`src/design/fir_pkg.sv`:
```
package fir_pkg;

    localparam int TAPS     = 16;
    localparam int W_SAMPLE = 16;
    localparam int W_INDEX  = 4;
    localparam int W_PROD   = 2 * W_SAMPLE;
    localparam int W_ACC    = 36;
    localparam int W_FILL   = $clog2(TAPS + 1);

    localparam logic MODE_LOAD = 1'b0;
    localparam logic MODE_PUSH = 1'b1;

    typedef logic signed [W_SAMPLE-1:0] t_sample;
    typedef logic signed [W_ACC-1:0]    t_acc;

    typedef struct packed {
        logic shift;
        logic load;
    } t_cell_ctl;

    typedef struct packed {
        logic tok;
        t_acc acc;
    } t_sum;

endpackage

```
`src/design/fir_cell.sv`:
```
module fir_cell
    import fir_pkg::*;
(
    input  logic      i_clk,
    input  logic      i_rst_n,
    input  t_cell_ctl i_ctl,
    input  t_sample   i_sample,
    input  t_sample   i_tap_value,
    input  t_sum      i_sum,
    output t_sample   o_sample,
    output t_sum      o_sum
);

    t_sample                   r_win;
    t_sample                   r_tap;
    logic signed [W_PROD-1:0]  r_prod;
    t_sum                      r_sum;

    always_ff @(posedge i_clk) begin
        if (!i_rst_n) begin
            r_win <= '0;
            r_tap <= '0;
        end else begin
            if (i_ctl.shift) begin
                r_win <= i_sample;
            end
            if (i_ctl.load) begin
                r_tap <= i_tap_value;
            end
        end
    end

    // product of the stored pair is registered
    always_ff @(posedge i_clk) begin
        r_prod <= W_PROD'(r_win) * W_PROD'(r_tap);
    end

    always_ff @(posedge i_clk) begin
        if (!i_rst_n) begin
            r_sum.tok <= 1'b0;
        end else begin
            r_sum.tok <= i_sum.tok;
        end
        if (i_sum.tok) begin
            r_sum.acc <= i_sum.acc + t_acc'(r_prod);
        end
    end

    assign o_sample = r_win;
    assign o_sum    = r_sum;

endmodule

```
`config.mk`:
```
export PLATFORM = sky130hd
export DESIGN_NAME = fir_cell
export DESIGN_NICKNAME = d
export VERILOG_FILES = /design/src/design/fir_pkg.sv /design/src/design/fir_cell.sv
export SDC_FILE = /design/constraint.sdc
export NUM_CORES = 1
export LEC_CHECK = 0
export ABC_AREA = 1
export BUFFER_PORTS_ARGS = -buffer_cell sky130_fd_sc_hd__buf_4
export CAP_MARGIN = 20
export CORE_ASPECT_RATIO = 1.2
export CORE_MARGIN = 4
export CORE_UTILIZATION = 42
export CTS_CLUSTER_DIAMETER = 80
export DETAILED_ROUTE_END_ITERATION = 10
export GPL_TIMING_DRIVEN = 0
export MAX_ROUTING_LAYER = met4
export PLACE_DENSITY = 0.69
export SKIP_LAST_GASP = 1
export SYNTH_ARGS = -nofsm -noshare
export SYNTH_HDL_FRONTEND = slang
export SYNTH_SLANG_ARGS = --single-unit
```
`constraint.sdc`:
```
create_clock -name i_clk -period 14 [get_ports i_clk]
set_input_delay 2.1 -clock i_clk [delete_from_list [all_inputs] [get_ports i_clk]]
set_output_delay 2.1 -clock i_clk [all_outputs]
set_load 0.02 [all_outputs]
```
==> metrics.txt <==
DRT iter0 DRCs slightly above 800; DP Worst Slack approximately 7.4 ns; Hold Crit Class reg -> reg; slowest stage delay, CP slightly above 0.8 ns; Leak between 10 and 15 nW; pwr/cell area 134.6 nW/µm²; Main synth FF type dfxtp_1; Worst EP required 14.28 ns; Die Area around 42000 µm²; H-tree Lvls 3; core area around 38000 µm²; Synth Instances between 2k and 2.5k; largest net degree at the start of global routing 38; Synth cell types 36; Core Rows 78; Crit Path Class reg -> reg; vias in the first global route 14.69k; CTS clk-pin slew, worst paths around 0.070 ns; Clock Skew approximately 0.015 ns; later-pin clock latency in the skew report 0.39 ns; number of buffers created by CTS 9; Fin. Hold Viols 0; synth warn 0; Final nets between 2k and 3k; Finished Layout Cells between 2k and 3k; post-synthesis async set-or-reset flop share 0%; starting density of the core 42.88%; clk sink count ~100; initial antenna violation count 0; placed cells 2861; CTS tree done; HPWL after DPL between 30000 and 40000 µm; Avg WL per Cell 16.00 µm; most common cell after layout, fill and taps aside inv_1; post-layout utilization of the core 47.81%; Ports about 130; Max Cap Violations 0; min cycle time layout between 6 and 7 ns; Setup TNS 0 ns; crit path DAT 6.91 ns; run status finished, final reports clean; fmax approximately 0.15 GHz; most frequent cells in the layout inv_1, nand2_1, fa_1; drt drc 0; CP Capture Type flop; Worst slew margin a little under half; sequential element share of the synthesized area between 10% and 20%; port buffer count 125; Crit-path slowest cell fa_1; Least-Margin Pin Slew between 0.7 and 0.8 ns; RSZ-0062 raised after global routing false; total gr overflow 0; Die W approximately 190 µm; crit-path cells clkbuf_1, clkbuf_1, nand2_1, fa_1, inv_1, fa_1, inv_1, fa_1, fa_1, inv_1, fa_1, fa_1, ha_1, a21o_1, or2_2, a21oi_1, nand3_1, nand2_1, nand2_1; RD Place Congestion 0.9951; Peak VDD IR approximately 0.082 mV; Post-CTS Setup Bufs 0; Hold Buf Count CTS 0; CP dominant cell by count fa_1; startpoint types flop; WL final ~46000 µm; net count of the mapped netlist ~2.7k; Layout area overhead 11.48%; max-slew violations 0; Fillers between 3k and 4k; first-pass GRT wire length between 70000 and 80000 µm; drt first pass iters 5; Via density ~4.8; # diodes 0; Finish-stage setup viols 0; Root Buffer clkbuf_16; number of enable flip-flop cells after synthesis 36; Yosys reg bits approximately 100; Die Height around 220 µm; post-route setup slack 7.370 ns; Final period util 47.36%; Total GRT Usage a little under a quarter; via count 13.93k; CP max FO 10; CTS resizes 0; cell area after synthesis about 16000 µm²; Detail Route Antenna Nets 0; Syn Area/Cell between 7 and 8 µm²; share of cells above drive strength 1 between 8 and 9%; Clock Path Buffers 2
metrics by stage:
stage / instance area (µm²) / hold WS [ns] / power, mW
CTS: 18240 / 0.5537 / 2.476
global placement: 17950 / 0.5165 / 2.180
finish: 18240 / 0.5546 / 2.455
detailed placement: 17950 / 0.5331 / 2.207
floorplan: 16360 / 0.4959 / 1.680
global route: 18240 / 0.5742 / 2.717
cells in the mapped netlist, drive strengths merged, types with 33 or more instances:
master	n	area share (%)
nand2	605	14
inv	596	14
fa	263	32
nor2	168	4.1
ha	117	8.9
nand3	71	2.3
clkbuf	68	1.6
dfxtp	65	8.0
a21oi	60	2.0
o21ai	59	1.8
edfxtp	36	6.6
xor2	33	1.8
layer usage:
layer	vias to the layer above	wire length [µm]	global-route usage (%)
li1	6731	-	-
met1	6621	17990	25.94
met2	437	23350	41.00
met3	136	2459	3.182
met4	0	2227	10.71
met5	-	0	-
where the power goes:
part	total, mW	leakage (nW)	switching [mW]	internal, mW
Combinational	1.73	9.44	1.11	0.613
Clock	0.261	0.142	0.127	0.134
Sequential	0.466	0.898	0.0330	0.433
Total	2.45	10.5	1.27	1.18
state kept, by name, indices dropped and copies added (netlist names):
| signal | cells |
|---|---|
| o_sum | 37 |
| r_prod | 32 |
| o_sample | 16 |
| r_tap | 16 |
critical path: cells and delay by family (launching register included):
family                     cells  cell delay, ns
adders and majority gates      7            3.83
buffers and inverters          5            1.12
and+or+nand+nor                5            0.83
AOI/OAI and AO/OA              2            0.41
DFF                            1            0.33
final timing paths:
kind | startpoint | to | slack, ns | cells after the start
max | o_sample[15] | r_prod[28] | 7.37 | 19
min reg2reg | r_prod[0] | o_sum[0] | 0.55 | 1
max reg2reg | o_sample[15] | r_prod[28] | 7.37 | 19
min | r_prod[0] | o_sum[0] | 0.55 | 1
kinds of logic (layout without fill, tap and decap cells):
logic type / count (synthesis) / in the layout / synth area share [%]
AOI/OAI and AO/OA: 136 / 136 / 4.573
xor gates and xnor gates: 40 / 40 / 2.141
adders and majority gates: 380 / 380 / 41.12
buffers and inverters: 667 / 808 / 15.30
DFF: 101 / 101 / 14.56
and+or+nand+nor: 892 / 892 / 22.30
area by class of cell:
| cell class | count | area, µm² | area share [%] |
|---|---|---|---|
| multi-input combinational | 1448 | 11480 | 62.92 |
| tap | 520 | 650.6 | 3.567 |
| inverter | 597 | 2241 | 12.28 |
| timing repair buffer | 125 | 938.4 | 5.144 |
| buffer | 70 | 262.8 | 1.440 |
| sequential | 101 | 2382 | 13.06 |
| clock inverter | 3 | 28.78 | 0.1578 |
| clock buffer | 13 | 261.5 | 1.433 |
(Power assumes the default switching activity.)
